### src/rtl/svpd_div.sv
// svpd_div: pipelined restoring divider, several lanes sharing one divisor,
// a fixed number of quotient bits per stage. uses no package.
`timescale 1ns / 1ps
`default_nettype none

module svpd_div #(
   parameter int NUM_W = 16,
   parameter int DEN_W = 8,
   parameter int LANES = 1,
   parameter int STEP  = 1,
   parameter int SB_W  = 1
) (
   input  wire logic                              clock,
   input  wire logic                              reset,
   input  wire logic                              en,
   input  wire logic                              vld_in,
   input  wire logic [LANES-1:0][DEN_W-1:0]       rem_start,
   input  wire logic [LANES-1:0][NUM_W-1:0]       num_start,
   input  wire logic [DEN_W-1:0]                  den_in,
   input  wire logic [SB_W-1:0]                   sb_in,
   output logic                                   vld_out,
   output logic [LANES-1:0][NUM_W-1:0]            quo_out,
   output logic [SB_W-1:0]                        sb_out
);

   localparam int NSTG = NUM_W / STEP;

   logic [NSTG-1:0]                  vld_ff;
   logic [NSTG-1:0]                  vld_in_s;
   logic [LANES-1:0][DEN_W-1:0]      src_rem    [NSTG];
   logic [LANES-1:0][NUM_W-1:0]      src_nq     [NSTG];
   logic [DEN_W-1:0]                 src_den    [NSTG];
   logic [SB_W-1:0]                  src_sb     [NSTG];
   logic [LANES-1:0][DEN_W-1:0]      stg_rem_in [NSTG];
   logic [LANES-1:0][NUM_W-1:0]      stg_nq_in  [NSTG];
   logic [LANES-1:0][DEN_W-1:0]      stg_rem_ff [NSTG];
   logic [LANES-1:0][NUM_W-1:0]      stg_nq_ff  [NSTG];
   logic [DEN_W-1:0]                 stg_den_ff [NSTG];
   logic [SB_W-1:0]                  stg_sb_ff  [NSTG];

   // STEP shift and subtract steps on one lane
   function automatic logic [DEN_W+NUM_W-1:0] div_step(
      input logic [DEN_W-1:0] rem,
      input logic [NUM_W-1:0] nq,
      input logic [DEN_W-1:0] den
   );
      logic [DEN_W:0]   r;
      logic [DEN_W-1:0] rr;
      logic [NUM_W-1:0] n;
      rr = rem;
      n  = nq;
      for (int i = 0; i < STEP; i++) begin
         r = {rr, n[NUM_W-1]};
         n = {n[NUM_W-2:0], 1'b0};
         if (r >= {1'b0, den}) begin
            r    = r - {1'b0, den};
            n[0] = 1'b1;
         end
         rr = r[DEN_W-1:0];
      end
      return {rr, n};
   endfunction

   // stage sources: first stage from the ports, others from the stage before
   always_comb begin
      src_rem[0]  = rem_start;
      src_nq[0]   = num_start;
      src_den[0]  = den_in;
      src_sb[0]   = sb_in;
      vld_in_s[0] = vld_in;
      for (int g = 1; g < NSTG; g++) begin
         src_rem[g]  = stg_rem_ff[g-1];
         src_nq[g]   = stg_nq_ff[g-1];
         src_den[g]  = stg_den_ff[g-1];
         src_sb[g]   = stg_sb_ff[g-1];
         vld_in_s[g] = vld_ff[g-1];
      end
   end

   // one group of quotient bits per stage and lane
   always_comb begin
      for (int g = 0; g < NSTG; g++) begin
         for (int l = 0; l < LANES; l++) begin
            {stg_rem_in[g][l], stg_nq_in[g][l]} = div_step(src_rem[g][l], src_nq[g][l],
                                                           src_den[g]);
         end
      end
   end

   // valid bits
   always_ff @(posedge clock) begin
      if (reset) begin
         vld_ff <= '0;
      end else if (en) begin
         vld_ff <= vld_in_s;
      end
   end

   // stage payload
   always_ff @(posedge clock) begin
      if (en) begin
         for (int g = 0; g < NSTG; g++) begin
            stg_rem_ff[g] <= stg_rem_in[g];
            stg_nq_ff[g]  <= stg_nq_in[g];
            stg_den_ff[g] <= src_den[g];
            stg_sb_ff[g]  <= src_sb[g];
         end
      end
   end

   assign vld_out = vld_ff[NSTG-1];
   assign quo_out = stg_nq_ff[NSTG-1];
   assign sb_out  = stg_sb_ff[NSTG-1];

endmodule

`default_nettype wire

### config.mk
export PLATFORM = sky130hd
export DESIGN_NAME = svpd_div
export DESIGN_NICKNAME = d
export VERILOG_FILES = /design/src/rtl/svpd_div.sv
export SDC_FILE = /design/constraint.sdc
export NUM_CORES = 1
export LEC_CHECK = 0
export ABC_AREA = 1
export BUFFER_PORTS_ARGS = -buffer_cell sky130_fd_sc_hd__buf_2
export CORE_ASPECT_RATIO = 0.6
export CORE_MARGIN = 5
export CORE_UTILIZATION = 55
export DETAILED_ROUTE_END_ITERATION = 12
export GPL_TIMING_DRIVEN = 1
export PLACE_DENSITY = 0.71
export SYNTH_ARGS = -nofsm -noshare
export SYNTH_HDL_FRONTEND = slang
export SYNTH_SLANG_ARGS = --single-unit
### constraint.sdc
create_clock -name clock -period 2.2 [get_ports clock]
set_input_delay 0.11 -clock clock [delete_from_list [all_inputs] [get_ports clock]]
set_output_delay 0.11 -clock clock [all_outputs]
set_load 0.02 [all_outputs]
==> run metrics <==
layout net count=2599; IO Port Bufs=54; Max Transition Viols Final=0; placed inst area=between 0.02 and 0.03 mm²; post-synth top area share=62.2%; n_diodes=0; Overflow after GRT=0; reg-to-reg slack, setup=100 ps; CTS tree=done; fmax=approximately 0.48 GHz; Die Area=0.0494 mm²; non-filler cells, final=about 3000; data arrival time of the worst path=approximately 2400 ps; Row Count=60; status=complete, no violations; post-route ant nets=0; RePlAce Congestion=0.922; Vias=between 15000 and 20000; Hold Vio Cnt, Final=0; Max-slew headroom=a little under two thirds; Final Instance Area=roughly 0.028 mm²; die width=between 200 and 300 µm; post-DR vias/cell=approximately 5.3; total power=~34 mW; pre-CTS WS=roughly 13 ps; fin crit share=95.3%; pin count of the biggest net entering global routing=about 100; Pleak=about 12 nW; Worst Setup Start Kind=flip-flop; core region area=0.0446 mm²; EDFF count, synth=between 500 and 600; top_reg_cell synth=edfxtp_1; drt initial violations=roughly 1800; Clock Latency Late Sink=between 500 and 600 ps; Syn Area/Cell=10.9 µm²; most frequent cell after synthesis=nand2_1; Netlist cell types=31; Critical Path Fanout Max=9; Worst-path clk slew=about 60 ps; max_cap viols=0; Fillers=around 3500; Setup TNS Final=0 ps; Ys Warns=0; share of cells above drive strength 1=8.92%; Synth Register Bits=about 530; sequential area share after synthesis=63.5%; Detailed Place HPWL=around 37 mm; CTS max path bufs=3; first drt pass iteration count=6; Synthesized Nets=about 2400; vias in the first global route=14900; Synth Area in Simple Gates=between 10% and 20%; # DRC=0; fraction of synthesized area in multiplexers=0%; worst vdd ir=between 600 and 700 µV; final hold slack=between 100 and 150 ps; Final setup viols=0; Tightest Pin Transition=~550 ps; post-synthesis compound-gate area fraction=~1.7%; Syn-to-layout area delta=12.9%; Gate Count Post-Synth=2265; routed wire length per instance=between 15 and 20 µm; Util after Layout=62.6%; Synth Area in Adders=7.70%; area leader, netlist=edfxtp_1; first-pass GRT wire length=about 82 mm; Post-Syn Area=approximately 0.025 mm²; all-layer global routing usage=around 20%; Die H=about 170 µm; TritonCTS Buffers=between 40 and 50; clock sinks=roughly 530; total wire length=50.9 mm; initial antenna violation count=1; Root Buffer=clkbuf_16; final worst slack=between 100 and 150 ps; Worst EP required=roughly 2500 ps; post-placement cell count=a little under 3000; Worst Skew=approximately 23 ps; Crit Path Category=flip-flop to flip-flop; H-tree Lvls=2; RSZ-0062 raised after global routing=false; Initial Util=55.4%; PD cells=1230 mW/mm²; ys async rst share=0%; top post-synthesis cells by count=nand2_1 (688), edfxtp_1 (512), inv_1 (355), nand3_1 (214), ha_1 (128); Min Clock Period, post-route=~2100 ps; I/O pin total=55; xor/xnor share of the synthesized area=under 10%; Crit. End Element=flip-flop; Area contributors post-synth=edfxtp_1 (62%), nand2_1 (10%), ha_1 (6.5%), inv_1 (5.4%), nand3_1 (4.3%); largest family of logic cells by synthesized area=simple AND/OR/NAND/NOR gates; hold crit path type=primary input to flip-flop
## per-layer routing
layer / routed length [µm] / vias up / global-route usage, %
met5: 0 / - / 0
li1: - / 7866 / -
met3: 4850 / 55 / 4.95
met2: 18800 / 599 / 25.7
met4: 570 / 0 / 2.76
met1: 26700 / 7513 / 36.0
## logic make-up (layout without fill, tap and decap cells)
kind of cell,after synthesis,after routing
AO/OA/AOI/OAI,81,81
XOR/XNOR,45,45
adder cells (fa/ha/maj),143,143
buffers and inverters,378,569
flip-flops,528,528
AND/OR/NAND/NOR,1090,1090
## final timing paths
path                          start                end  depth (start not counted)
setup / recovery  stg_rem_ff[0][18]  stg_rem_ff[0][27]                          9
hold / removal         rem_start[7]   stg_rem_ff[0][5]                          5
setup reg to reg  stg_rem_ff[0][18]  stg_rem_ff[0][27]                          9
hold reg to reg    stg_nq_ff[0][89]  stg_nq_ff[0][106]                          0
## registers in the layout, indices dropped and copies added (netlist names)
name,flops
stg_den_ff,120
stg_sb_ff,16
stg_rem_ff,120
stg_nq_ff,256
vld_ff,16
## critical path, cell delays in order (launching register included)
cell,delay [ps]
edfxtp_1,410
ha_1,430
nand2_1,140
clkinv_1,100
a21oi_2,160
nand2_1,120
nand2_4,140
nand2_4,100
nand2_1,80
nand2_1,120
## final cells by class
class | count | area (µm²) | share of cell area, %
inverter | 358 | 1340 | 4.82
clock buffer | 53 | 1240 | 4.45
timing repair buffer | 125 | 1000 | 3.60
sequential | 528 | 15700 | 56.3
tap | 589 | 737 | 2.64
clock inverter | 33 | 363 | 1.30
multi-input combinational | 1359 | 7510 | 26.9
## cells in the final DEF (no fill, tap or decap), drive strengths merged
| cell type | n |
|---|---|
| xor2 | 28 |
| buf | 89 |
| fa | 15 |
| nand3b | 8 |
| edfxtp | 512 |
| xnor2 | 17 |
| nor3 | 18 |
| nand2 | 722 |
| bufinv | 7 |
| o21ai | 1 |
| ha | 128 |
| nand4 | 30 |
| nand3 | 215 |
| inv | 359 |
| clkinv | 22 |
| and2 | 2 |
| or2 | 4 |
| dlygate4sd3 | 36 |
| clkbuf | 53 |
| clkinvlp | 3 |
| nor2 | 91 |
| a21oi | 80 |
| dfxtp | 16 |
## where the power goes
group          internal (mW)  leakage [nW]  switching, mW
Clock                   4.91         0.780           3.62
Sequential              13.4          5.14           1.18
Combinational           4.01          6.56           7.20
Total                   22.3          12.5           12.0
## repair_timing
action	CTS	global route
resized for setup	1	5
hold buffers	36	0
endpoints found under the setup margin	3	21
setup buffers	0	2
hold endpoints to repair	56	0
No activity file was read; power rests on OpenSTA's default activity.
