==> config.mk <==
export PLATFORM = sky130hd
export DESIGN_NAME = svpd_time
export DESIGN_NICKNAME = d
export VERILOG_FILES = /design/src/rtl/svpd_pkg.sv /design/src/rtl/svpd_time.sv
export SDC_FILE = /design/constraint.sdc
export NUM_CORES = 2
export LEC_CHECK = 0
export BUFFER_PORTS_ARGS = -buffer_cell sky130_fd_sc_hd__buf_2
export CAP_MARGIN = 30
export CORE_MARGIN = 8
export CORE_UTILIZATION = 30
export DETAILED_ROUTE_END_ITERATION = 16
export SKIP_CTS_REPAIR_TIMING = 1
export SLEW_MARGIN = 10
export SYNTH_ARGS = -nofsm -noshare
export SYNTH_HDL_FRONTEND = slang
export SYNTH_SLANG_ARGS = --single-unit
export TNS_END_PERCENT = 50
==> constraint.sdc <==
create_clock -name clock -period 17.45 [get_ports clock]
set_input_delay 0.8725 -clock clock [delete_from_list [all_inputs] [get_ports clock]]
set_output_delay 0.8725 -clock clock [all_outputs]
set_load 0.005 [all_outputs]
==> src/rtl/svpd_pkg.sv <==
// svpd_pkg: shared types, widths, register codes and sector tables for the
// space vector pwm duty pipeline. no dependencies.
`timescale 1ns / 1ps
`default_nettype none

package svpd_pkg;

   // field and datapath widths
   localparam int FRAC_BITS_DEF = 15;
   localparam int IN_FRAC       = 15;
   localparam int IN_W          = 24;
   localparam int U_W           = 26;
   localparam int UM_W          = 26;
   localparam int TS_W          = 16;
   localparam int UDC_W         = 8;
   localparam int CMP_W         = 16;
   localparam int SEC_W         = 3;
   localparam int XM_W          = UM_W + TS_W + 1 - IN_FRAC;
   localparam int SUM_W         = XM_W + 1;
   localparam int LANES_XYZ     = 3;
   localparam int LANES_T       = 2;
   localparam int STEP_XYZ      = 4;
   localparam int STEP_T        = 1;
   localparam int CSR_ADDR_W    = 4;
   localparam int CSR_DATA_W    = 32;

   // sqrt3 held with 21 fraction bits
   localparam logic [21:0] SQRT3_Q21 = 22'd3632374;

   // register reset values
   localparam logic [UDC_W-1:0] UDC_RST    = 8'd24;
   localparam logic [TS_W-1:0]  TS_RST     = 16'd3600;
   localparam logic [TS_W-1:0]  PERIOD_RST = 16'd3600;
   localparam logic [TS_W-1:0]  LIMIT_RST  = 16'd3500;

   typedef enum logic [1:0] {
      REG_UDC    = 2'd0,
      REG_TS     = 2'd1,
      REG_PERIOD = 2'd2,
      REG_LIMIT  = 2'd3
   } reg_type;

   typedef enum logic [1:0] {
      PH_A = 2'd0,
      PH_B = 2'd1,
      PH_C = 2'd2
   } phase_type;

   typedef enum logic [1:0] {
      LN_X = 2'd0,
      LN_Y = 2'd1,
      LN_Z = 2'd2
   } lane_type;

   typedef struct packed {
      logic      act;
      lane_type  src1;
      logic      neg1;
      lane_type  src2;
      logic      neg2;
      phase_type first;
      phase_type mid;
      phase_type last;
   } sector_info_type;

   // sideband through the x y z divider
   typedef struct packed {
      logic [SEC_W-1:0] sector;
      logic [2:0]       neg;
   } front_sb_type;

   // sideband through the overmodulation divider
   typedef struct packed {
      logic [SEC_W-1:0] sector;
      logic             act;
      logic             scale;
      logic [XM_W-1:0]  t1;
      logic [XM_W-1:0]  t2;
   } back_sb_type;

   // sqrt3 rounded to frac fraction bits
   function automatic logic [21:0] sqrt3_q(input int frac);
      logic [21:0] t;
      t = (SQRT3_Q21 >> (20 - frac)) + 22'd1;
      return t >> 1;
   endfunction

   // active vector sources and phase order for each sector
   function automatic sector_info_type sector_info(input logic [SEC_W-1:0] sec);
      sector_info_type r;
      r = '{act: 1'b1, src1: LN_X, neg1: 1'b0, src2: LN_X, neg2: 1'b0,
            first: PH_A, mid: PH_B, last: PH_C};
      unique case (sec)
         3'd1: r = '{1'b1, LN_Y, 1'b1, LN_Z, 1'b1, PH_B, PH_A, PH_C};
         3'd2: r = '{1'b1, LN_Z, 1'b1, LN_X, 1'b1, PH_A, PH_C, PH_B};
         3'd3: r = '{1'b1, LN_Y, 1'b0, LN_X, 1'b0, PH_A, PH_B, PH_C};
         3'd4: r = '{1'b1, LN_X, 1'b1, LN_Y, 1'b1, PH_C, PH_B, PH_A};
         3'd5: r = '{1'b1, LN_X, 1'b0, LN_Z, 1'b0, PH_B, PH_C, PH_A};
         3'd6: r = '{1'b1, LN_Z, 1'b0, LN_Y, 1'b0, PH_C, PH_A, PH_B};
         default: r.act = 1'b0;
      endcase
      return r;
   endfunction

endpackage

`default_nettype wire

==> src/rtl/svpd_time.sv <==
// svpd_time: signed x y z, active vector times for the sector, their sum and
// the products for the overmodulation scaling. depends on svpd_pkg.
`timescale 1ns / 1ps
`default_nettype none

module svpd_time (
   input  wire logic                                              clock,
   input  wire logic                                              reset,
   input  wire logic                                              en,
   input  wire logic                                              vld_in,
   input  wire logic [svpd_pkg::LANES_XYZ-1:0][svpd_pkg::XM_W-1:0] mag_in,
   input  wire svpd_pkg::front_sb_type                            sb_in,
   input  wire logic [svpd_pkg::TS_W-1:0]                         ts,
   output logic                                                   vld_out,
   output logic [svpd_pkg::LANES_T-1:0][svpd_pkg::SUM_W-1:0]      rem_start,
   output logic [svpd_pkg::LANES_T-1:0][svpd_pkg::TS_W-1:0]       num_start,
   output logic [svpd_pkg::SUM_W-1:0]                             den_out,
   output svpd_pkg::back_sb_type                                  sb_out
);

   import svpd_pkg::*;

   localparam int XS_W = XM_W + 1;
   localparam int PR_W = XM_W + TS_W;

   logic [2:0]               vld_ff;
   logic signed [XS_W-1:0]   xs_ff [3];
   logic [SEC_W-1:0]         sec1_ff, sec2_ff, sec3_ff;
   sector_info_type          info;
   logic [XM_W-1:0]          t1_ff, t1_in, t2_ff, t2_in, t1b_ff, t2b_ff;
   logic                     act2_ff, act3_ff;
   logic [SUM_W-1:0]         sum_ff;
   logic [PR_W-1:0]          p1_ff, p2_ff;

   assign info = sector_info(sec1_ff);

   // pick the two active vector times
   always_comb begin
      t1_in = info.neg1 ? XM_W'(-xs_ff[info.src1]) : XM_W'(xs_ff[info.src1]);
      t2_in = info.neg2 ? XM_W'(-xs_ff[info.src2]) : XM_W'(xs_ff[info.src2]);
   end

   always_ff @(posedge clock) begin
      if (reset) begin
         vld_ff <= '0;
      end else if (en) begin
         vld_ff <= {vld_ff[1:0], vld_in};
      end
   end

   // payload stages: sign restore, selection, sum and products
   always_ff @(posedge clock) begin
      if (en) begin
         for (int k = 0; k < 3; k++) begin
            xs_ff[k] <= sb_in.neg[k] ? -$signed({1'b0, mag_in[k]}) : $signed({1'b0, mag_in[k]});
         end
         sec1_ff <= sb_in.sector;
         sec2_ff <= sec1_ff;
         act2_ff <= info.act;
         t1_ff   <= t1_in;
         t2_ff   <= t2_in;
         sec3_ff <= sec2_ff;
         act3_ff <= act2_ff;
         t1b_ff  <= t1_ff;
         t2b_ff  <= t2_ff;
         sum_ff  <= SUM_W'(t1_ff) + SUM_W'(t2_ff);
         p1_ff   <= t1_ff * ts;
         p2_ff   <= t2_ff * ts;
      end
   end

   // t*ts/sum: high part of the product is below the sum when scaling applies
   assign rem_start[0] = SUM_W'(p1_ff[PR_W-1:TS_W]);
   assign rem_start[1] = SUM_W'(p2_ff[PR_W-1:TS_W]);
   assign num_start[0] = p1_ff[TS_W-1:0];
   assign num_start[1] = p2_ff[TS_W-1:0];
   assign den_out      = sum_ff;

   assign vld_out       = vld_ff[2];
   assign sb_out.sector = sec3_ff;
   assign sb_out.act    = act3_ff;
   assign sb_out.scale  = SUM_W'(ts) < sum_ff;
   assign sb_out.t1     = t1b_ff;
   assign sb_out.t2     = t2b_ff;

endmodule

`default_nettype wire

==> impl_metrics.toml <==
[run_status]
status = "complete, no violations"

[logic_synthesis]
synthFlopType = "edfxtp_1"
syn-mean-instance-area_um2 = 9.78
netlist_instances = 4591
synth_top_area_share_pct = 32.3
synthTopCellsByArea = "fa_1 32%, edfxtp_1 22%, ha_1 7.8%"
ys_ff_latch = 327
ys_types = 74
syn_area_mm2 = 0.0449
async_flop_share_pct = 0
synth_top_area_cell = "fa_1"
seq_area_frac_synth_pct = 21.8
ys_warn_count = 0
synth-edff-count = 324

[cts]
cts-buffers-inserted = 43
cts_sinks = 327
cts_tree = "done"
root_buffer = "clkbuf_16"
clk_pin_slew_worst_paths_ns = 0.07
clock_path_buffers = 3
h-tree-depth = 2
insertion_delay_ns = 0.64

[sta]
slew_headroom_pct = 24.7
period_needed_ns = 7.43
rsz0062_at_grt = "no"
setup_viol = 0
post-route-period-util_pct = 42.6
fin_worst_skew_ns = 0.0295
tightest_slew_ns = 1.12
slew_viol_final = 0
fin_setup_tns_ns = 0
hold_viol = 0
fmax_mhz = 135

[worst_hold_path]
hold_start = "sb_in[4]"
holdPathStages = 1
hold_end = "sec1_ff[1]$_DFFE_PP_"
hold_class = "in -> reg"

[floorplanning]
start_util_pct = 30.1
chipHeight_um = 403
core_area_mm2 = 0.149
die_area_mm2 = 0.162
num_rows = 142
die_w_um = 403
ios = 291

[global_route]
grt_use_total_pct = 15.6
grt_start_max_net_pins = 94
grt_pass1_wl_um = 199000
antenna_found_initial = 10
overflow = 0
grt_pass1_vias = 34210

[final_layout]
layout.nets = 5891
n_fill_cell = 15311
layout_commonest_cell = "inv_1"
area_growth_pct = 11.2
final_cell_mix = "838 x inv_1, 725 x fa_1, 647 x nand2_1"
fin_area_mm2 = 0.0499
drive_gt1_share_pct = 9.43

[critical_path]
path_cells = "nand2_1 -> fa_1 -> fa_1 -> fa_1 -> fa_1 -> inv_1 -> fa_1 -> inv_1 -> fa_1 -> inv_1 -> ha_1 -> and3_1 -> a221o_1 -> nand2b_1 -> o21ai_0 -> a21oi_1 -> o221ai_1 -> o31ai_1 -> xor2_1"
worstSetupPathType = "reg -> reg"
rr_endpoint = "p2_ff[40]$_DFFE_PP_"
worst_r2r_path_depth = 19
required_ns = 17.80
worst_setup_path_start_kind = "flop"
cp_common_cell = "fa_1"
worstReg2RegStart = "t2_ff[8]$_DFFE_PP_"
crit_fanout = 18
crit_slowest_cell = "edfxtp_1"
r2r_slack_ns = 10.02
cp_slowest_stage_delay_ns = 0.98
cp-end-kind = "flop"
crit_arrival_ns = 7.78

[route]
dr.max_layer_used = "met5"
viasPerCell = 4.88
drc = 0
dr_wl_met3_um = 11900
avgRoutedWirePerCell_um = 19.0
wl_met1_um = 54200
drtAntennaViolNets = 0
wirelength_um = 128000
drt_iter0_markers = 2197
vias = 32955
wl_met2_um = 58900
first_pass_iters = 5

[place]
dpl_cell_area_mm2 = 0.0483
place_hpwl_um = 97200
portBuffers = 288
gp_congestion = 0.850

[job]
maxCapViolations = 0
-- flip-flops by register name, indices dropped and copies added, names as in the netlist --
| name | cells |
|---|---|
| xs_ff | 84 |
| p1_ff | 44 |
| p2_ff | 44 |
| den_out | 29 |
| t1_ff | 28 |
| t1b_ff | 28 |
| t2_ff | 28 |
| t2b_ff | 28 |
| sec1_ff | 3 |
| sec2_ff | 3 |
| sec3_ff | 3 |
| vld_ff | 3 |
| act2_ff | 1 |
| act3_ff | 1 |
-- how the worst max path moves through the flow --
| stage | from | end | slack [ns] | depth (start not counted) |
|---|---|---|---|---|
| after floorplan | ts[1] | p2_ff[41]$_DFFE_PP_ | 10.58 | 21 |
| after detailed placement | ts[5] | p2_ff[40]$_DFFE_PP_ | 9.39 | 21 |
| after global placement | ts[5] | p2_ff[40]$_DFFE_PP_ | 9.44 | 21 |
| final | t2_ff[8]$_DFFE_PP_ | p2_ff[40]$_DFFE_PP_ | 10.02 | 19 |
| after global routing | t2_ff[8]$_DFFE_PP_ | p2_ff[36]$_DFFE_PP_ | 9.73 | 19 |
| after CTS | t2_ff[8]$_DFFE_PP_ | p2_ff[40]$_DFFE_PP_ | 10.04 | 19 |
-- Yosys cell counts, types with 6 or more instances --
library cell	count
a211oi_1	34
a21boi_0	6
a21o_1	48
a21oi_1	151
a31oi_1	10
and2_1	388
and3_1	14
buf_2	18
buf_4	6
buf_6	6
clkbuf_1	184
edfxtp_1	324
fa_1	725
ha_1	280
inv_1	838
mux2_2	10
mux2i_1	109
nand2_1	647
nand2b_1	22
nand3_1	29
nand4_1	17
nor2_1	87
nor2b_1	34
nor3_1	32
nor4_1	12
o21a_1	11
o21ai_0	117
o21ai_1	7
o21bai_1	20
o31ai_1	33
o41ai_1	14
or2_2	12
or3_1	17
or4_1	12
xnor2_1	168
xor2_1	60
-- critical path: cells and delay by family, from the launching register on --
kind	cells	cell delay (ns)
AND/OR/NAND/NOR	3	0.57
adder cells (fa/ha/maj)	7	3.38
buffers and inverters	3	0.14
AO/OA/AOI/OAI	5	1.88
XOR/XNOR	1	0.16
flip-flops	1	0.98
-- metrics by stage --
step / instances / setup slack (ns) / hold WS [ns] / utilization, %
floorplan: 4592 / 10.58 / 0.400 / -
global placement: 6663 / 9.44 / 0.406 / 32.4
detailed placement: 6663 / 9.39 / 0.406 / 32.4
CTS: 6738 / 10.04 / 0.364 / 33.3
global route: 6750 / 9.73 / 0.378 / 33.5
finish: 6752 / 10.02 / 0.416 / 33.5
-- metal layers --
layer,up-vias,GRT usage [%]
met5,-,0
met4,4,3.89
met3,173,4.83
met2,1087,25.3
met1,16839,20.5
li1,14852,-
-- cell families (layout without fill, tap and decap cells) --
group,Yosys count,after routing,share of synthesized area (%)
xor gates and xnor gates,228,228,4.45
adders and majority gates,1005,1005,40.1
buffers and inverters,1054,1268,9.01
muxes,119,119,2.68
other,1,4,0.00835
DFF,327,327,21.8
and+or+nand+nor,1349,1349,14.8
AOI/OAI and AO/OA,508,508,7.19
-- layout make-up --
class | count | area, µm² | share of cell area (%)
Multi-Input combinational cell | 3211 | 31100 | 62.3
Sequential cell | 327 | 9790 | 19.6
Inverter | 838 | 3150 | 6.30
Tap cell | 1944 | 2430 | 4.87
Timing Repair Buffer | 355 | 2110 | 4.23
Clock buffer | 53 | 1110 | 2.23
Clock inverter | 22 | 249 | 0.499
Antenna cell | 2 | 5.00 | 0.0100
Power is left out: the tool's default activity adds up to more than one toggle a clock period on the data nets, which glitch-free logic cannot reach.
