===== config.mk =====
export PLATFORM = sky130hd
export DESIGN_NAME = svpd_duty
export DESIGN_NICKNAME = d
export VERILOG_FILES = /design/src/rtl/svpd_pkg.sv /design/src/rtl/svpd_duty.sv
export SDC_FILE = /design/constraint.sdc
export NUM_CORES = 1
export LEC_CHECK = 0
export ABC_AREA = 1
export BUFFER_PORTS_ARGS = -buffer_cell sky130_fd_sc_hd__buf_4
export CAP_MARGIN = 20
export CORE_ASPECT_RATIO = 1.4
export CORE_UTILIZATION = 55
export DETAILED_ROUTE_END_ITERATION = 6
export GPL_ROUTABILITY_DRIVEN = 0
export GPL_TIMING_DRIVEN = 0
export MAX_ROUTING_LAYER = met4
export PLACE_DENSITY = 0.74
export SKIP_LAST_GASP = 1
export SLEW_MARGIN = 25
export SYNTH_ARGS = -nofsm -noshare
export SYNTH_HDL_FRONTEND = slang
export SYNTH_SLANG_ARGS = --single-unit

===== constraint.sdc =====
create_clock -name clock -period 7.9 [get_ports clock]
set_input_delay 0.395 -clock clock [delete_from_list [all_inputs] [get_ports clock]]
set_output_delay 0.395 -clock clock [all_outputs]
set_load 0.1 [all_outputs]

===== src/rtl/svpd_pkg.sv =====
// svpd_pkg: shared types, widths, register codes and sector tables for the
// space vector pwm duty pipeline. no dependencies.
`timescale 1ns / 1ps
`default_nettype none

package svpd_pkg;

   // field and datapath widths
   localparam int FRAC_BITS_DEF = 15;
   localparam int IN_FRAC       = 15;
   localparam int IN_W          = 24;
   localparam int U_W           = 26;
   localparam int UM_W          = 26;
   localparam int TS_W          = 16;
   localparam int UDC_W         = 8;
   localparam int CMP_W         = 16;
   localparam int SEC_W         = 3;
   localparam int XM_W          = UM_W + TS_W + 1 - IN_FRAC;
   localparam int SUM_W         = XM_W + 1;
   localparam int LANES_XYZ     = 3;
   localparam int LANES_T       = 2;
   localparam int STEP_XYZ      = 4;
   localparam int STEP_T        = 1;
   localparam int CSR_ADDR_W    = 4;
   localparam int CSR_DATA_W    = 32;

   // sqrt3 held with 21 fraction bits
   localparam logic [21:0] SQRT3_Q21 = 22'd3632374;

   // register reset values
   localparam logic [UDC_W-1:0] UDC_RST    = 8'd24;
   localparam logic [TS_W-1:0]  TS_RST     = 16'd3600;
   localparam logic [TS_W-1:0]  PERIOD_RST = 16'd3600;
   localparam logic [TS_W-1:0]  LIMIT_RST  = 16'd3500;

   typedef enum logic [1:0] {
      REG_UDC    = 2'd0,
      REG_TS     = 2'd1,
      REG_PERIOD = 2'd2,
      REG_LIMIT  = 2'd3
   } reg_type;

   typedef enum logic [1:0] {
      PH_A = 2'd0,
      PH_B = 2'd1,
      PH_C = 2'd2
   } phase_type;

   typedef enum logic [1:0] {
      LN_X = 2'd0,
      LN_Y = 2'd1,
      LN_Z = 2'd2
   } lane_type;

   typedef struct packed {
      logic      act;
      lane_type  src1;
      logic      neg1;
      lane_type  src2;
      logic      neg2;
      phase_type first;
      phase_type mid;
      phase_type last;
   } sector_info_type;

   // sideband through the x y z divider
   typedef struct packed {
      logic [SEC_W-1:0] sector;
      logic [2:0]       neg;
   } front_sb_type;

   // sideband through the overmodulation divider
   typedef struct packed {
      logic [SEC_W-1:0] sector;
      logic             act;
      logic             scale;
      logic [XM_W-1:0]  t1;
      logic [XM_W-1:0]  t2;
   } back_sb_type;

   // sqrt3 rounded to frac fraction bits
   function automatic logic [21:0] sqrt3_q(input int frac);
      logic [21:0] t;
      t = (SQRT3_Q21 >> (20 - frac)) + 22'd1;
      return t >> 1;
   endfunction

   // active vector sources and phase order for each sector
   function automatic sector_info_type sector_info(input logic [SEC_W-1:0] sec);
      sector_info_type r;
      r = '{act: 1'b1, src1: LN_X, neg1: 1'b0, src2: LN_X, neg2: 1'b0,
            first: PH_A, mid: PH_B, last: PH_C};
      unique case (sec)
         3'd1: r = '{1'b1, LN_Y, 1'b1, LN_Z, 1'b1, PH_B, PH_A, PH_C};
         3'd2: r = '{1'b1, LN_Z, 1'b1, LN_X, 1'b1, PH_A, PH_C, PH_B};
         3'd3: r = '{1'b1, LN_Y, 1'b0, LN_X, 1'b0, PH_A, PH_B, PH_C};
         3'd4: r = '{1'b1, LN_X, 1'b1, LN_Y, 1'b1, PH_C, PH_B, PH_A};
         3'd5: r = '{1'b1, LN_X, 1'b0, LN_Z, 1'b0, PH_B, PH_C, PH_A};
         3'd6: r = '{1'b1, LN_Z, 1'b0, LN_Y, 1'b0, PH_C, PH_A, PH_B};
         default: r.act = 1'b0;
      endcase
      return r;
   endfunction

endpackage

`default_nettype wire


===== src/rtl/svpd_duty.sv =====
// svpd_duty: final times, centre aligned on-times, inversion and clamp.
// three stages, the last one is the result register; depends on svpd_pkg.
`timescale 1ns / 1ps
`default_nettype none

module svpd_duty (
   input  wire logic                                              clock,
   input  wire logic                                              reset,
   input  wire logic                                              en,
   input  wire logic                                              vld_in,
   input  wire logic [svpd_pkg::LANES_T-1:0][svpd_pkg::TS_W-1:0]  quo_in,
   input  wire svpd_pkg::back_sb_type                             sb_in,
   input  wire logic [svpd_pkg::TS_W-1:0]                         ts,
   input  wire logic [svpd_pkg::TS_W-1:0]                         period,
   input  wire logic [svpd_pkg::TS_W-1:0]                         limit,
   output logic                                                   vld_out,
   output logic [svpd_pkg::CMP_W-1:0]                             compare_a,
   output logic [svpd_pkg::CMP_W-1:0]                             compare_b,
   output logic [svpd_pkg::CMP_W-1:0]                             compare_c,
   output logic [svpd_pkg::SEC_W-1:0]                             sector_code
);

   import svpd_pkg::*;

   localparam int DF_W = XM_W + 2;

   logic [2:0]               vld_ff;
   logic [XM_W-1:0]          t1f, t2f;
   logic [DF_W-1:0]          diff;
   logic [XM_W-1:0]          t1_ff, t2_ff;
   logic [CMP_W-1:0]         first_ff;
   logic                     act1_ff, act1_in, act2_ff;
   logic [SEC_W-1:0]         sec1_ff, sec2_ff;
   sector_info_type          info;
   logic [CMP_W-1:0]         on_mid, on_last;
   logic [CMP_W-1:0]         on_ff [3];
   logic [CMP_W-1:0]         on_in [3];
   logic [CMP_W-1:0]         cmp_ff [3];
   logic [CMP_W-1:0]         cmp_in [3];
   logic [SEC_W-1:0]         sec_out_ff;

   // scaled or unscaled times, zero time check, first on-time
   always_comb begin
      t1f     = sb_in.scale ? XM_W'(quo_in[0]) : sb_in.t1;
      t2f     = sb_in.scale ? XM_W'(quo_in[1]) : sb_in.t2;
      act1_in = sb_in.act && !(t1f == '0 && t2f == '0);
      diff    = DF_W'(ts) - DF_W'(t1f) - DF_W'(t2f);
   end

   // later on-times, placed on the phases in sector order
   always_comb begin
      info    = sector_info(sec1_ff);
      on_mid  = first_ff + t1_ff[CMP_W:1];
      on_last = on_mid + t2_ff[CMP_W:1];
      on_in[0] = first_ff;
      on_in[1] = first_ff;
      on_in[2] = first_ff;
      on_in[info.mid]  = on_mid;
      on_in[info.last] = on_last;
   end

   // invert against the period and clamp at the pulse limit
   always_comb begin
      for (int k = 0; k < 3; k++) begin
         cmp_in[k] = act2_ff ? period - on_ff[k] : period;
         if (cmp_in[k] >= limit) begin
            cmp_in[k] = limit;
         end
      end
   end

   always_ff @(posedge clock) begin
      if (reset) begin
         vld_ff <= '0;
      end else if (en) begin
         vld_ff <= {vld_ff[1:0], vld_in};
      end
   end

   always_ff @(posedge clock) begin
      if (en) begin
         t1_ff      <= t1f;
         t2_ff      <= t2f;
         first_ff   <= diff[CMP_W+1:2];
         act1_ff    <= act1_in;
         sec1_ff    <= sb_in.sector;
         act2_ff    <= act1_ff;
         sec2_ff    <= sec1_ff;
         on_ff      <= on_in;
         cmp_ff     <= cmp_in;
         sec_out_ff <= sec2_ff;
      end
   end

   assign vld_out     = vld_ff[2];
   assign compare_a   = cmp_ff[0];
   assign compare_b   = cmp_ff[1];
   assign compare_c   = cmp_ff[2];
   assign sector_code = sec_out_ff;

endmodule

`default_nettype wire


==> results_dict.tcl, run 1 <==
set metrics [dict create \
    portBuffers 196 \
    cp_data_required_time_ns 8.07 \
    syn_to_final_growth_pct 17.6 \
    critPathLaunchType "register" \
    postCtsSetupRepairBufs 0 \
    path_buf_inv 4 \
    post_drt_wl_per_cell_um 17.1 \
    hold_viol 0 \
    fin_skew_ns 0.0104 \
    placementRows 68 \
    ys_warn_count 0 \
    slowest_delay_ns 0.75 \
    dp.cells 2369 \
    end_kind "register" \
    synth_commonest_cells "nand2_1, inv_1, edfxtp_1" \
    cp_cell_sequence "inv_1, ha_1, a21oi_1, o21ai_0, inv_1, o21ai_0, or2_2, nand2_1, nand2_1, inv_1, ha_1, nand2_1, inv_1, nor2_1, o21ai_0, a21oi_1, nand2_1, nor2_1, o21ai_0" \
    grt_pass1_wl_mm 65.4 \
    synth_area_leader_cell "edfxtp_1" \
    die_h_um 191 \
    cts_max_level 4 \
    syn_nets 2163 \
    drcViolationCount 0 \
    drt-total-wl_mm 41.0 \
    tritoncts "done" \
    cts_buffer_depth 2 \
    ys_top_cells_by_area "edfxtp_1, ha_1, nand2_1, inv_1, a21oi_1" \
    synth_seq_cells 158 \
    final_antenna_net_count 0 \
    grt_max_degree 108 \
    synth-main-ff-cell "edfxtp_1" \
    hp-class "input pin to register" \
    cts-resized-gates 0 \
    insertion_delay_ns 0.45 \
    crit_arrival_ns 4.51 \
    cts_sinks 158 \
    finalSetupTns_ns 0 \
    fin_crit_ns 4.34 \
    yosys.area.top_type_share_pct 33.1 \
    antenna_found_initial 0 \
    regArea_mm2 0.00471 \
    synth_edf_count 155 \
    cp_max_fo 10 \
    synth.distinct_cells 47 \
    critPathKind "register to register" \
    dieArea_mm2 0.0262 \
    synth_area_mm2 0.0141 \
    max_cap_viol_count 0 \
    power.density_mw_per_mm2 358 \
    rsz0062_at_grt "false" \
    slowest_stage "nor2_1" \
    status "complete, no violations" \
    yosys.area_share.adder_pct 15.4 \
    max_slew_margin_pct 30.0 \
    grt_overflow 0 \
    postSynthCellCount 1857 \
    leakagePower_uw 0.00821 \
    synth_xor_area_share_pct 2.24 \
    dpl.hpwl_mm 33.1 \
    root_buffer "clkbuf_16" \
    ioPinCount 197 \
    start_util_pct 56.4 \
    synth_compound_gate_area_share_pct 15.2 \
    slew_viol_final 0 \
    drive_gt1_share_pct 14.2 \
    max_freq_ghz 0.230 \
    synth_most_common_cell "nand2_1" \
    syn_avg_cell_area_um2 7.58 \
    dr.pass1.iters 7 \
    track_usage_pct 34.0 \
    clkTransAtPathRegs_ns 0.07 \
    die_w_um 137 \
    grt_pass1_vias 13900 \
    finalSetupViolCount 0 \
    nets 2379 \
    routed_via_density 5.66 \
    coreArea_mm2 0.0249 \
    fillers 2105 \
    synthMuxAreaShare_pct 0.0711 \
    worst_pin_slew_ns 1.05 \
    vdd_drop_max_mv 0.288 \
    vias 13600 \
    cts_buffers 17 \
    synth_sequential_area_ratio_pct 33.5 \
    yosys.area_share.simple_pct 24.0 \
    synth_top_family_by_area "simple AND/OR/NAND/NOR gates" \
    diodes 0 \
    dr.first_iter.drc_count 864 \
    fin_cells 2401 \
    crit_family "simple AND/OR/NAND/NOR gates" \
    postCtsHoldBufs 0 \
    multi_input_area_mm2 0.00800 \
    synthArstFlopShare_pct 0 \
    post-route-period-util_pct 55.0 \
]
[state kept, by name, indices dropped and copies added (netlist names)]
signal / flops
vld_ff: 3
compare_a: 16
act2_ff: 1
t2_ff: 16
t1_ff: 16
sec2_ff: 3
compare_b: 16
on_ff: 48
first_ff: 16
sector_code: 3
act1_ff: 1
sec1_ff: 3
compare_c: 16
[per-layer routing]
layer | vias up | global-route usage, % | part of all wire (%)
met5 | - | - | 0
met3 | 233 | 5.78 | 5.4
met1 | 6036 | 30.7 | 34
met4 | 0 | 30.1 | 9.0
met2 | 633 | 60.3 | 52
li1 | 6692 | - | -
[worst paths after layout]
check | depth (start not counted) | start | slack (ns) | to
worst max-delay path | 19 | on_ff[40] | 3.56 | compare_a[1]
worst min-delay path | 2 | reset | 0.11 | vld_ff[1]
worst max register to register | 19 | on_ff[40] | 3.56 | compare_a[1]
worst min register to register | 0 | sec2_ff[1] | 0.43 | sector_code[1]
[through the flow]
stage               cell area [µm²]  utilization, %  hold slack (ns)  total power [µW]  worst slack, ns
global route                  16500            66.4            0.107              6370             3.23
detailed placement            16000            64.1            0.412              5020             3.57
finish                        16500            66.4            0.108              5920             3.56
CTS                           16500            66.4            0.103              5850             3.75
global placement              15900            63.9            0.401              4920             3.63
floorplan                     14100               -            0.400              4100             4.73
[cell type report]
type | instances | area share, %
Multi-Input combinational cell | 1361 | 48.4
Sequential cell | 158 | 28.5
Timing Repair Buffer | 197 | 9.11
Buffer | 37 | 1.32
Inverter | 301 | 6.84
Clock inverter | 15 | 0.908
Clock buffer | 17 | 2.57
Tap cell | 315 | 2.38
[where the power goes]
group | internal (µW) | leakage (µW) | switching, µW | total [µW]
clock network | 444 | 0.000281 | 377 | 821
registers | 1260 | 0.00155 | 83.9 | 1340
logic | 1150 | 0.00638 | 2610 | 3760
[kinds of logic (layout without fill, tap and decap cells)]
kind of cell,Yosys count,after routing
and+or+nand+nor,775,775
buffers and inverters,338,567
AOI/OAI and AO/OA,388,388
muxes,1,1
DFF,158,158
xor gates and xnor gates,36,36
adders and majority gates,161,161
[placed cells by master, fill, tap and decap left out, types with 21 or more instances in the layout]
| master | instances |
|---|---|
| buf_4 | 198 |
| inv_1 | 294 |
| nor2_1 | 113 |
| o21ai_1 | 29 |
| ha_1 | 141 |
| nand3_1 | 140 |
| edfxtp_1 | 155 |
| o21ai_0 | 140 |
| nand2_1 | 420 |
| xor2_1 | 22 |
| a21oi_1 | 145 |
| o21bai_1 | 21 |
| nand4_1 | 25 |
No activity file was read; power rests on OpenSTA's default activity.
==> run 2: changes to the inputs <==
--- a/config.mk
+++ b/config.mk
@@ -9,12 +9,12 @@
 export BUFFER_PORTS_ARGS = -buffer_cell sky130_fd_sc_hd__buf_4
 export CAP_MARGIN = 20
 export CORE_ASPECT_RATIO = 1.4
-export CORE_UTILIZATION = 55
+export CORE_UTILIZATION = 54
 export DETAILED_ROUTE_END_ITERATION = 6
 export GPL_ROUTABILITY_DRIVEN = 0
 export GPL_TIMING_DRIVEN = 0
 export MAX_ROUTING_LAYER = met4
-export PLACE_DENSITY = 0.74
+export PLACE_DENSITY = 0.76
 export SKIP_LAST_GASP = 1
 export SLEW_MARGIN = 25
 export SYNTH_ARGS = -nofsm -noshare
==> constraint.sdc (replaced) <==
create_clock -name clock -period 3.8 [get_ports clock]
set_input_delay 0.19 -clock clock [delete_from_list [all_inputs] [get_ports clock]]
set_output_delay 0.19 -clock clock [all_outputs]
set_load 0.1 [all_outputs]
==> results_dict.tcl, run 2 (synthesis results as in run 1) <==
set metrics [dict create \
    grt_pass1_wl_mm 64.4 \
    max_slew_margin_pct 46.3 \
    cts_buffer_depth 2 \
    root_buffer "clkbuf_16" \
    pwr-share-seq_pct 21.6 \
    status "finished with violations" \
    placementRows 69 \
    leakagePower_uw 0.00843 \
    cts_max_level 4 \
    dpl.hpwl_mm 32.8 \
    drive_gt1_share_pct 19.1 \
    fin_skew_ns 0.00736 \
    end_kind "register" \
    cp_max_fo 5 \
    clkPwrFrac_pct 13.0 \
    slew_viol_final 0 \
    path_buf_inv 6 \
    vdd_drop_max_mv 0.400 \
    nets 2407 \
    coreArea_mm2 0.0255 \
    cp_cell_sequence "inv_1, ha_4, a21oi_2, nor2_1, nor2_1, nand2_2, a21oi_2, inv_1, nand2_1, nand3_2, nand2_1, inv_1, ha_1, nand2_1, nor2_4, nand4_1, buf_6, nor4_4, nand3b_1, buf_6, buf_6, o21ai_0" \
    critPathLaunchType "register" \
    regArea_mm2 0.00471 \
    die_h_um 193 \
    grt_pass1_vias 13500 \
    dr.first_iter.drc_count 889 \
    track_usage_pct 32.4 \
    p_total_uw 12900 \
    p_sw_share_pct 51.7 \
    antenna_found_initial 0 \
    portBuffers 196 \
    routed_via_density 5.68 \
    grt_max_degree 112 \
    hp-class "input pin to register" \
    finalSetupTns_ns 0 \
    critPathKind "register to register" \
    max_freq_ghz 0.265 \
    clkTransAtPathRegs_ns 0.07 \
    max_cap_viol_count 0 \
    violations "DRC" \
    layout.cells.most_common "nand2_1" \
    dr.pass1.iters 7 \
    dieArea_mm2 0.0267 \
    fin_cells 2433 \
    drt-total-wl_mm 41.9 \
    power_frac_comb_pct 65.4 \
    cts_sinks 158 \
    fillers 2114 \
    crit_family "simple AND/OR/NAND/NOR gates" \
    largest_reg_flops 48 \
    post-route-period-util_pct 99.5 \
    finalSetupViolCount 0 \
    cp_data_required_time_ns 4.00 \
    ioPinCount 197 \
    multi_input_area_mm2 0.00849 \
    diodes 0 \
    worst_pin_slew_ns 0.806 \
    dp.cells 2373 \
    insertion_delay_ns 0.45 \
    die_w_um 138 \
    vias 13800 \
    start_util_pct 55.2 \
    drcViolationCount 38 \
    top_register "on_ff" \
    tritoncts "done" \
    slowest_stage "edfxtp_1" \
    p_sw_uw 6680 \
    post_drt_wl_per_cell_um 17.2 \
    fin_crit_ns 3.78 \
    internal-power_uw 6250 \
    hold_viol 0 \
    rsz0062_at_grt "true" \
    power.density_mw_per_mm2 748 \
    syn_to_final_growth_pct 22.9 \
    crit_arrival_ns 3.98 \
    cts_buffers 17 \
    final_cell_mix "nand2_1, inv_1, buf_4" \
    final_antenna_net_count 0 \
    slowest_delay_ns 0.37 \
    grt_overflow 0 \
]
## run 2: worst register-to-register path, delay by kind of cell, from the launching register on
| kind | cells | cell delay [ns] |
|---|---|---|
| AOI/OAI and AO/OA | 3 | 0.46 |
| adders and majority gates | 2 | 0.48 |
| buffers and inverters | 6 | 0.63 |
| DFF | 1 | 0.37 |
| and+or+nand+nor | 11 | 1.59 |
## run 2: area by class of cell
cell class / instances / area share (%)
buffer: 37 / 1.46
clock buffer: 17 / 2.46
clock inverter: 15 / 0.796
inverter: 301 / 6.55
multi-input combinational: 1361 / 49.1
sequential: 158 / 27.3
tap: 319 / 2.31
timing repair buffer: 225 / 10.1
## run 2: path summary, 6_finish.rpt
path,start,end,slack (ns),cells after the start
max,on_ff[37],compare_a[6],0.02,22
min reg2reg,sec2_ff[2],sector_code[2],0.42,0
min,limit[2],compare_c[2],0.03,3
max reg2reg,on_ff[37],compare_a[6],0.02,22
## run 2: metrics by stage
stage	setup slack (ns)	instance area [µm²]	util, %	hold slack (ns)
final	0.0198	17300	67.9	0.0346
after global routing	-0.151	17300	67.9	0.0497
after floorplan	0.788	14100	-	0.259
after detailed placement	-0.327	16000	62.7	0.366
after global placement	-0.243	15900	62.6	0.365
after CTS	-0.0363	16700	65.4	0.0319
## run 2: power by group through the flow
stage	clock network (µW)	logic (µW)	registers [µW]
final	1680	8460	2800
after detailed placement	0	7600	2830
after global placement	0	7390	2810
after global routing	1750	9240	2840
after CTS	1680	7700	2790
after floorplan	0	4610	3900
## run 2: routing by layer
metal | track usage, % | vias up | wire length (µm)
met5 | - | - | 0
met4 | 25.8 | 0 | 3460
met3 | 4.59 | 226 | 2050
met2 | 62.3 | 619 | 22300
met1 | 28.4 | 6249 | 14100
li1 | - | 6733 | -
## run 2: what timing repair did
action                                 4_1_cts  5_1_grt
endpoints found under the hold margin        6        0
gates cloned                                 0        4
buffers inserted                             4       15
gates resized for setup                     12      124
setup endpoints to repair                   37       61
pin swaps                                    3       34
hold buffers                                 5        0
